<file path="config.mk">
export PLATFORM = sky130hd
export DESIGN_NAME = vrp_viewport
export DESIGN_NICKNAME = d
export VERILOG_FILES = /design/src/sv/vertex_rotate_project_viewport_defines.svh /design/src/sv/vrp_pkg.sv /design/src/sv/vrp_viewport.sv
export SDC_FILE = /design/constraint.sdc
export NUM_CORES = 2
export LEC_CHECK = 0
export BUFFER_PORTS_ARGS = -buffer_cell sky130_fd_sc_hd__buf_2
export CELL_PAD_IN_SITES_DETAIL_PLACEMENT = 0
export CELL_PAD_IN_SITES_GLOBAL_PLACEMENT = 1
export CORE_ASPECT_RATIO = 1.75
export CORE_MARGIN = 4
export CORE_UTILIZATION = 54
export DETAILED_ROUTE_END_ITERATION = 16
export GPL_ROUTABILITY_DRIVEN = 0
export PLACE_DENSITY_LB_ADDON = 0.1
export SLEW_MARGIN = 20
export SYNTH_ARGS = -nofsm -noshare
export SYNTH_HDL_FRONTEND = slang
export SYNTH_SLANG_ARGS = --single-unit
</file>
<file path="constraint.sdc">
create_clock -name clk -period 12.65 [get_ports clk]
set_input_delay 1.8975 -clock clk [delete_from_list [all_inputs] [get_ports clk]]
set_output_delay 1.8975 -clock clk [all_outputs]
set_load 0.02 [all_outputs]
</file>
<file path="src/sv/vertex_rotate_project_viewport_defines.svh">
// Assertion macros for the vertex transform pipeline.
// No dependencies.
`ifndef VERTEX_ROTATE_PROJECT_VIEWPORT_DEFINES_SVH
`define VERTEX_ROTATE_PROJECT_VIEWPORT_DEFINES_SVH
`ifndef ASSERT_OFF
`define VRP_ASSERT(label, clk, rst_n, prop, msg) \
	label: assert property (@(posedge clk) disable iff (!rst_n) prop) else $error(msg);
`define VRP_ASSERT_NEXT(label, clk, rst_n, pre, post, msg) \
	label: assert property (@(posedge clk) disable iff (!rst_n) (pre) |=> (post)) else $error(msg);
`else
`define VRP_ASSERT(label, clk, rst_n, prop, msg)
`define VRP_ASSERT_NEXT(label, clk, rst_n, pre, post, msg)
`endif
`endif

</file>
<file path="src/sv/vrp_pkg.sv">
`timescale 1ns / 1ps
// Shared types and constants for the vertex transform pipeline.
// No dependencies.
package vrp_pkg;
	localparam int NDC_FRAC = 16;
	localparam int NUM_W    = 74;
	localparam int DEN_W    = 36;
	localparam int QUO_W    = 74;
	// trig registers are Q1.14; the rotation widths below are sized for it
	localparam int TRIG_FRAC_BITS = 14;

	typedef enum logic [2:0] {
		REG_COS_ROLL   = 3'd0,
		REG_SIN_ROLL   = 3'd1,
		REG_COS_PITCH  = 3'd2,
		REG_SIN_PITCH  = 3'd3,
		REG_GAIN_H     = 3'd4,
		REG_GAIN_V     = 3'd5,
		REG_SCREEN_W   = 3'd6,
		REG_SCREEN_H   = 3'd7
	} reg_idx_t;

	typedef struct packed {
		logic signed [15:0] cos_roll;
		logic signed [15:0] sin_roll;
		logic signed [15:0] cos_pitch;
		logic signed [15:0] sin_pitch;
		logic [23:0]        gain_h;
		logic [23:0]        gain_v;
		logic [12:0]        screen_w;
		logic [12:0]        screen_h;
	} cfg_t;
endpackage

</file>
<file path="src/sv/vrp_viewport.sv">
`timescale 1ns / 1ps
// Zero-depth fallback, limiting, viewport scale, rounding and saturation.
// Depends on vrp_pkg.
module vrp_viewport import vrp_pkg::*; #(
	parameter int COORD_FRAC_BITS = 16
) (
	input  logic                    clk,
	input  logic                    arst_n,
	input  logic                    en,
	input  logic                    in_valid,
	input  logic signed [QUO_W-1:0] qx,
	input  logic signed [QUO_W-1:0] qy,
	input  logic signed [NUM_W-1:0] px,
	input  logic signed [NUM_W-1:0] py,
	input  logic                    wz,
	input  logic [12:0]             sw,
	input  logic [12:0]             sh,
	output logic                    out_valid,
	output logic signed [15:0]      sx,
	output logic signed [15:0]      sy,
	output logic                    dz,
	output logic                    clip
);
	localparam logic signed [42:0] LIM = 43'sd1 <<< 40;

	function automatic logic signed [42:0] lim(input logic signed [NUM_W-1:0] v);
		if (v > NUM_W'(LIM)) return LIM;
		if (v < -NUM_W'(LIM)) return -LIM;
		return 43'(v);
	endfunction

	// round half away from zero: one add, bias one less for negatives
	function automatic logic signed [NUM_W-1:0] rnd(input logic signed [NUM_W-1:0] v,
	                                               input int n);
		logic signed [NUM_W-1:0] half;
		half = NUM_W'(1) <<< (n - 1);
		return (v + (v[NUM_W-1] ? half - NUM_W'(1) : half)) >>> n;
	endfunction

	function automatic logic signed [57:0] rnd58(input logic signed [57:0] v);
		logic signed [57:0] half;
		half = 58'sd1 <<< (NDC_FRAC + 1);
		return (v + (v[57] ? half - 58'sd1 : half)) >>> (NDC_FRAC + 2);
	endfunction

	logic v_s1, v_s2, v_s3;
	logic signed [42:0] nx_s1, ny_s1;
	logic [12:0] sw_s1, sh_s1;
	logic dz_s1, dz_s2, dz_s3;
	logic signed [57:0] mx_s2, my_s2;
	logic signed [15:0] sx_s3, sy_s3;
	logic clip_s3;
	logic signed [57:0] rx, ry;
	logic ox, oy;

	always_ff @(posedge clk or negedge arst_n) begin
		if (!arst_n) begin
			{v_s1, v_s2, v_s3} <= '0;
		end else if (en) begin
			{v_s1, v_s2, v_s3} <= {in_valid, v_s1, v_s2};
		end
	end

	always_comb begin
		rx = rnd58(mx_s2);
		ry = rnd58(my_s2);
		ox = (rx > 58'sd32767) || (rx < -58'sd32768);
		oy = (ry > 58'sd32767) || (ry < -58'sd32768);
	end

	always_ff @(posedge clk) begin
		if (en) begin
			nx_s1 <= wz ? lim(rnd(px, COORD_FRAC_BITS)) : lim(qx);
			ny_s1 <= wz ? lim(rnd(py, COORD_FRAC_BITS)) : lim(qy);
			sw_s1 <= sw;
			sh_s1 <= sh;
			dz_s1 <= wz;
			mx_s2 <= (58'(nx_s1) + 58'sd65536) * $signed({45'd0, sw_s1});
			my_s2 <= (58'(ny_s1) + 58'sd65536) * $signed({45'd0, sh_s1});
			dz_s2 <= dz_s1;
			sx_s3 <= rx > 58'sd32767 ? 16'sd32767 : rx < -58'sd32768 ? -16'sd32768 : 16'(rx);
			sy_s3 <= ry > 58'sd32767 ? 16'sd32767 : ry < -58'sd32768 ? -16'sd32768 : 16'(ry);
			clip_s3 <= ox | oy;
			dz_s3 <= dz_s2;
		end
	end

	assign out_valid = v_s3;
	assign sx = sx_s3;
	assign sy = sy_s3;
	assign dz = dz_s3;
	assign clip = clip_s3;
endmodule

</file>
# Word-level counts from Yosys, hierarchy flattened
# Index checks and enable logic that the tools add are counted.
# classes
add_sub_neg,6
mul,2
magnitude_cmp,12
muxes,44
bitwise,1
reduce_logical,2
# op_table
op,n
$mux 43,18
$add 74x17->74,2
$gt 74x42->1 const B,2
$lt 74x41->1 const B,2
$add 58x19->58,2
$gt 58x42->1 const B,2
$lt 58x41->1 const B,2
$mul 44x14->58,2
$add 43x18->44 const B,2
$gt 40x16->1 const B,2
$lt 40x16->1 const B,2
$mux 16,4
$mux 18,2
$mux 1,20
$logic_or 1x1->1,2
$or 1x1->1,1
# word_totals
reg_bits,267
in_bits,327

# Logic depth before layout (Yosys ltp)
# depth
word_depth,10
ltp_mapped,33
mapped_depth_nobuf,32

# Worst setup path after synthesis
# Ideal clock, no wire load.
# synth_timing
kind,reg-to-reg
startpoint,register nx_s1[16]
endpoint,"register mx_s2[54], data pin"
setup_ps,265
t_arrival_ps,8025
required_time_ps,12385
path_slack_ps,4360
stages_incl_launch_ff,32
path_buffers,3
path_cell_list,edfxtp_1 ha_1 nand3_1 or3_1 or2_2 clkbuf_1 xnor2_1 clkbuf_1 and2_1 fa_1 inv_1 fa_1 inv_1 fa_1 fa_1 fa_1 inv_1 fa_1 inv_1 ha_1 a21o_1 a21oi_1 o21ai_0 a21o_1 a21oi_1 o21ai_0 or3b_2 clkbuf_1 a211oi_1 o2bb2ai_1 nor3_1 or3_1
# synth_between
elab_chain_len,2
# synth_rtl
element,line_no,text
"start, declared",vrp_viewport.sv:47,"logic signed [42:0] nx_s1, ny_s1;"
"start signal, assigned",vrp_viewport.sv:73,"nx_s1 <= wz ? lim(rnd(px, COORD_FRAC_BITS)) : lim(qx);"
$add 43x18->44,vrp_viewport.sv:78,"mx_s2 <= (58'(nx_s1) + 58'sd65536) * $signed({45'd0, sw_s1});"
$mul 44x14->58,vrp_viewport.sv:78,
"end signal, assigned",vrp_viewport.sv:78,
"end, declared",vrp_viewport.sv:50,"logic signed [57:0] mx_s2, my_s2;"
# No other way between the ends.
# A chain may end at the register's enable or synchronous reset.

# Worst setup path in the final report
# Same ends and word-level chain as after synthesis.

==> metrics.md <==
| Metric | Value |
|---|---|
| Outcome | `finished, final reports clean` |
| Port Buffers | `~360` |
| Initial DRT Pass Iterations | `5` |
| Global Route Usage Sum | `0.308` |
| CTS clk-pin slew, worst paths | `80 ps` |
| Fraction of registers with async set/reset | `0.0112` |
| Worst Path Required | `between 10000 and 15000 ps` |
| Synth unique cells | `91` |
| Total grt overflow | `0` |
| Slew Limit Fails | `0` |
| Initial drt markers | `2505` |
| CP bufs+invs | `5` |
| Fin crit period | `9150 ps` |
| Post-Syn Area | `55000 sq um` |
| First-pass GRT wire length | `258 mm` |
| TritonCTS clock tree | `yes` |
| P&R area growth vs syn | `7.94%` |
| Initial Utilization | `0.545` |
| Sequential cell area | `roughly 8000 sq um` |
| Largest cells by area after synthesis | `fa_1, edfxtp_1, inv_1` |
| Die ar. | `107000 sq um` |
| Root Buffer | `clkbuf_16` |
| DR vias | `~43000` |
| Area leader, netlist | `fa_1` |
| Crit share post-route | `0.723` |
| Clk_lat worst skew | `650 ps` |
| Antenna-violating nets left | `0` |
| Row count | `154` |
| Slew @ Worst Pin | `1050 ps` |
| DIE HEIGHT | `430 um` |
| Post-synth EDFFs | `between 200 and 300` |
| Startpoint Class | `flip-flop` |
| CP Launch Point | `nx_s1[16]` |
| Ys Warns | `0` |
| R2r startpoint | `nx_s1[16]` |
| Cts hold-fix bufs | `0` |
| Slew margin rel. | `0.295` |
| Syn_area_per_cell | `roughly 9 sq um` |
| Share of layout cells above drive strength 1 | `0.0920` |
| Core Area | `101000 sq um` |
| Sequential fraction of the synthesis area | `0.145` |
| Largest net degree at the start of global routing | `76` |
| Post-Route WL | `162 mm` |
| Most numerous cell in the Yosys netlist | `inv_1` |
| DP HPWL | `roughly 130 mm` |
| Setup TNS Final | `0 ps` |
| Post-CTS Setup Repair Bufs | `0` |
| Critical Path AT | `between 9000 and 10000 ps` |
| Die W | `249 um` |
| CP most frequent cell | `fa_1` |
| Vias per inst | `between 5 and 6` |
| Seq cells post-synth | `~270` |
| Area share of the largest cell type after synthesis | `0.371` |
| Kind of critical path | `reg2reg` |
| Max-Cap Viols | `0` |
| Final hold vios | `0` |
| Min-Delay Path Class | `reg2reg` |
| Vias in the first global route | `47400` |
| I/O pin cnt | `roughly 360` |
| Nets | `a little under 8000` |
| Reg2Reg Depth | `30` |
| CTS resizes | `0` |
| Cells after synthesis | `6013` |
| F_max | `0.109 GHz` |
| Flop-to-flop setup slack | `3500 ps` |
| Initial antenna violation count | `19` |
| Clk_skew | `35.6 ps` |
| HP Start | `dz_s2` |
| CTS sink cnt | `approximately 270` |
| Levels on crit path | `30` |
| CP max FO | `16` |
| Post-DR wirelength/cell | `about 21 um` |
| CTS H-tree depth | `1` |
| Max clock buf depth | `3` |
| Commonest cells post-synth | `inv_1, fa_1, nand2_1` |
| Total CTS buffers | `30` |
| Hold path depth | `0` |
| Multi-input logic area | `around 42000 sq um` |
| Slowest CP cell | `edfxtp_1` |
| Remaining DRCs | `0` |
| Filler cells | `9264` |
| Worst path max stage delay | `660 ps` |
| Setup violators final | `0` |
| Top_reg_cell synth | `edfxtp_1` |
| Crit end category | `flip-flop` |
| Syn nets | `7686` |
| RSZ-0062 raised after global routing | `no` |
| Top cell family by delay on the critical path | `adder cells` |
[final timing paths]
check | to
worst max-delay path | mx_s2[54]
worst min-delay path | dz
worst max register to register | mx_s2[54]
worst min register to register | dz
max in group asynchronous | v_s2
min in group asynchronous | v_s1
[cell type report]
cell class / count / share of cell area
clock inverters: 24 / 0.00617
inverters: 1120 / 0.0708
multi-input cells: 4355 / 0.706
flip-flops and latches: 267 / 0.135
repair buffers: 445 / 0.0412
diodes: 13 / 0.000548
clock buffers: 31 / 0.0127
well taps: 1326 / 0.0279
[state kept, by name, summed over array words and instances (netlist names)]
| signal | count |
|---|---|
| dz_s2 | 1 |
| out_valid | 1 |
| sy | 16 |
| sh_s1 | 13 |
| v_s1 | 1 |
| dz | 1 |
| v_s2 | 1 |
| mx_s2 | 58 |
| dz_s1 | 1 |
| ny_s1 | 43 |
| my_s2 | 58 |
| clip | 1 |
| nx_s1 | 43 |
| sx | 16 |
| sw_s1 | 13 |
[layer usage]
layer  track usage  part of all wire  wire (um)  up-vias
met5             0           0.00025         40        -
met4         0.194             0.080      12900        8
met3        0.0313             0.049       7900      559
met2         0.591              0.54      88000     1439
met1         0.318              0.33      53300    21700
li1              -                 -          -    19300
[placed cells by master (no fill, tap or decap), types with 13 or more instances in the layout]
cell | synthesis | routed
inv_1 | 1119 | 1119
fa_1 | 1020 | 1020
nand2_1 | 847 | 847
and2_1 | 550 | 550
buf_2 | 5 | 360
ha_1 | 326 | 326
edfxtp_1 | 264 | 264
xnor2_1 | 187 | 175
a21oi_1 | 166 | 164
o21ai_0 | 161 | 161
nand3_1 | 137 | 137
nor2_1 | 129 | 128
xor2_1 | 113 | 110
nand4_1 | 84 | 84
buf_4 | 4 | 84
a21o_1 | 83 | 83
nor4_1 | 59 | 59
nor3_1 | 59 | 59
and3_1 | 50 | 50
clkbuf_16 | 0 | 30
nand2b_1 | 28 | 28
nor2b_1 | 26 | 26
o21bai_1 | 24 | 24
a32o_1 | 21 | 21
o21a_1 | 19 | 19
o31ai_1 | 18 | 18
a211oi_1 | 18 | 16
a31oi_1 | 16 | 16
diode_2 | 0 | 13
or2_2 | 13 | 13
[cell families after synthesis]
logic type / Yosys count / synth area share
xor+xnor: 300 / 0.0478
fa+ha+maj: 1347 / 0.445
simple gates: 2053 / 0.187
compound gates: 642 / 0.0760
buf+inv: 1391 / 0.0954
mux: 13 / 0.00257
flops: 267 / 0.145
[per-stage QoR]
step                hold WS [ps]  area (sq um)  setup slack, ps  utilization  instances
floorplan                    400         55000             4360            -       6013
global placement             401         58200             3590        0.577       7513
detailed placement           405         58200             3480        0.577       7513
CTS                          403         59300             3460        0.588       7568
global route                 412         59400             3020        0.588       7575
finish                       403         59400             3500        0.588       7581
Power is left out: the tool's default activity adds up to more than one toggle a clock period on the data nets, which glitch-free logic cannot reach.
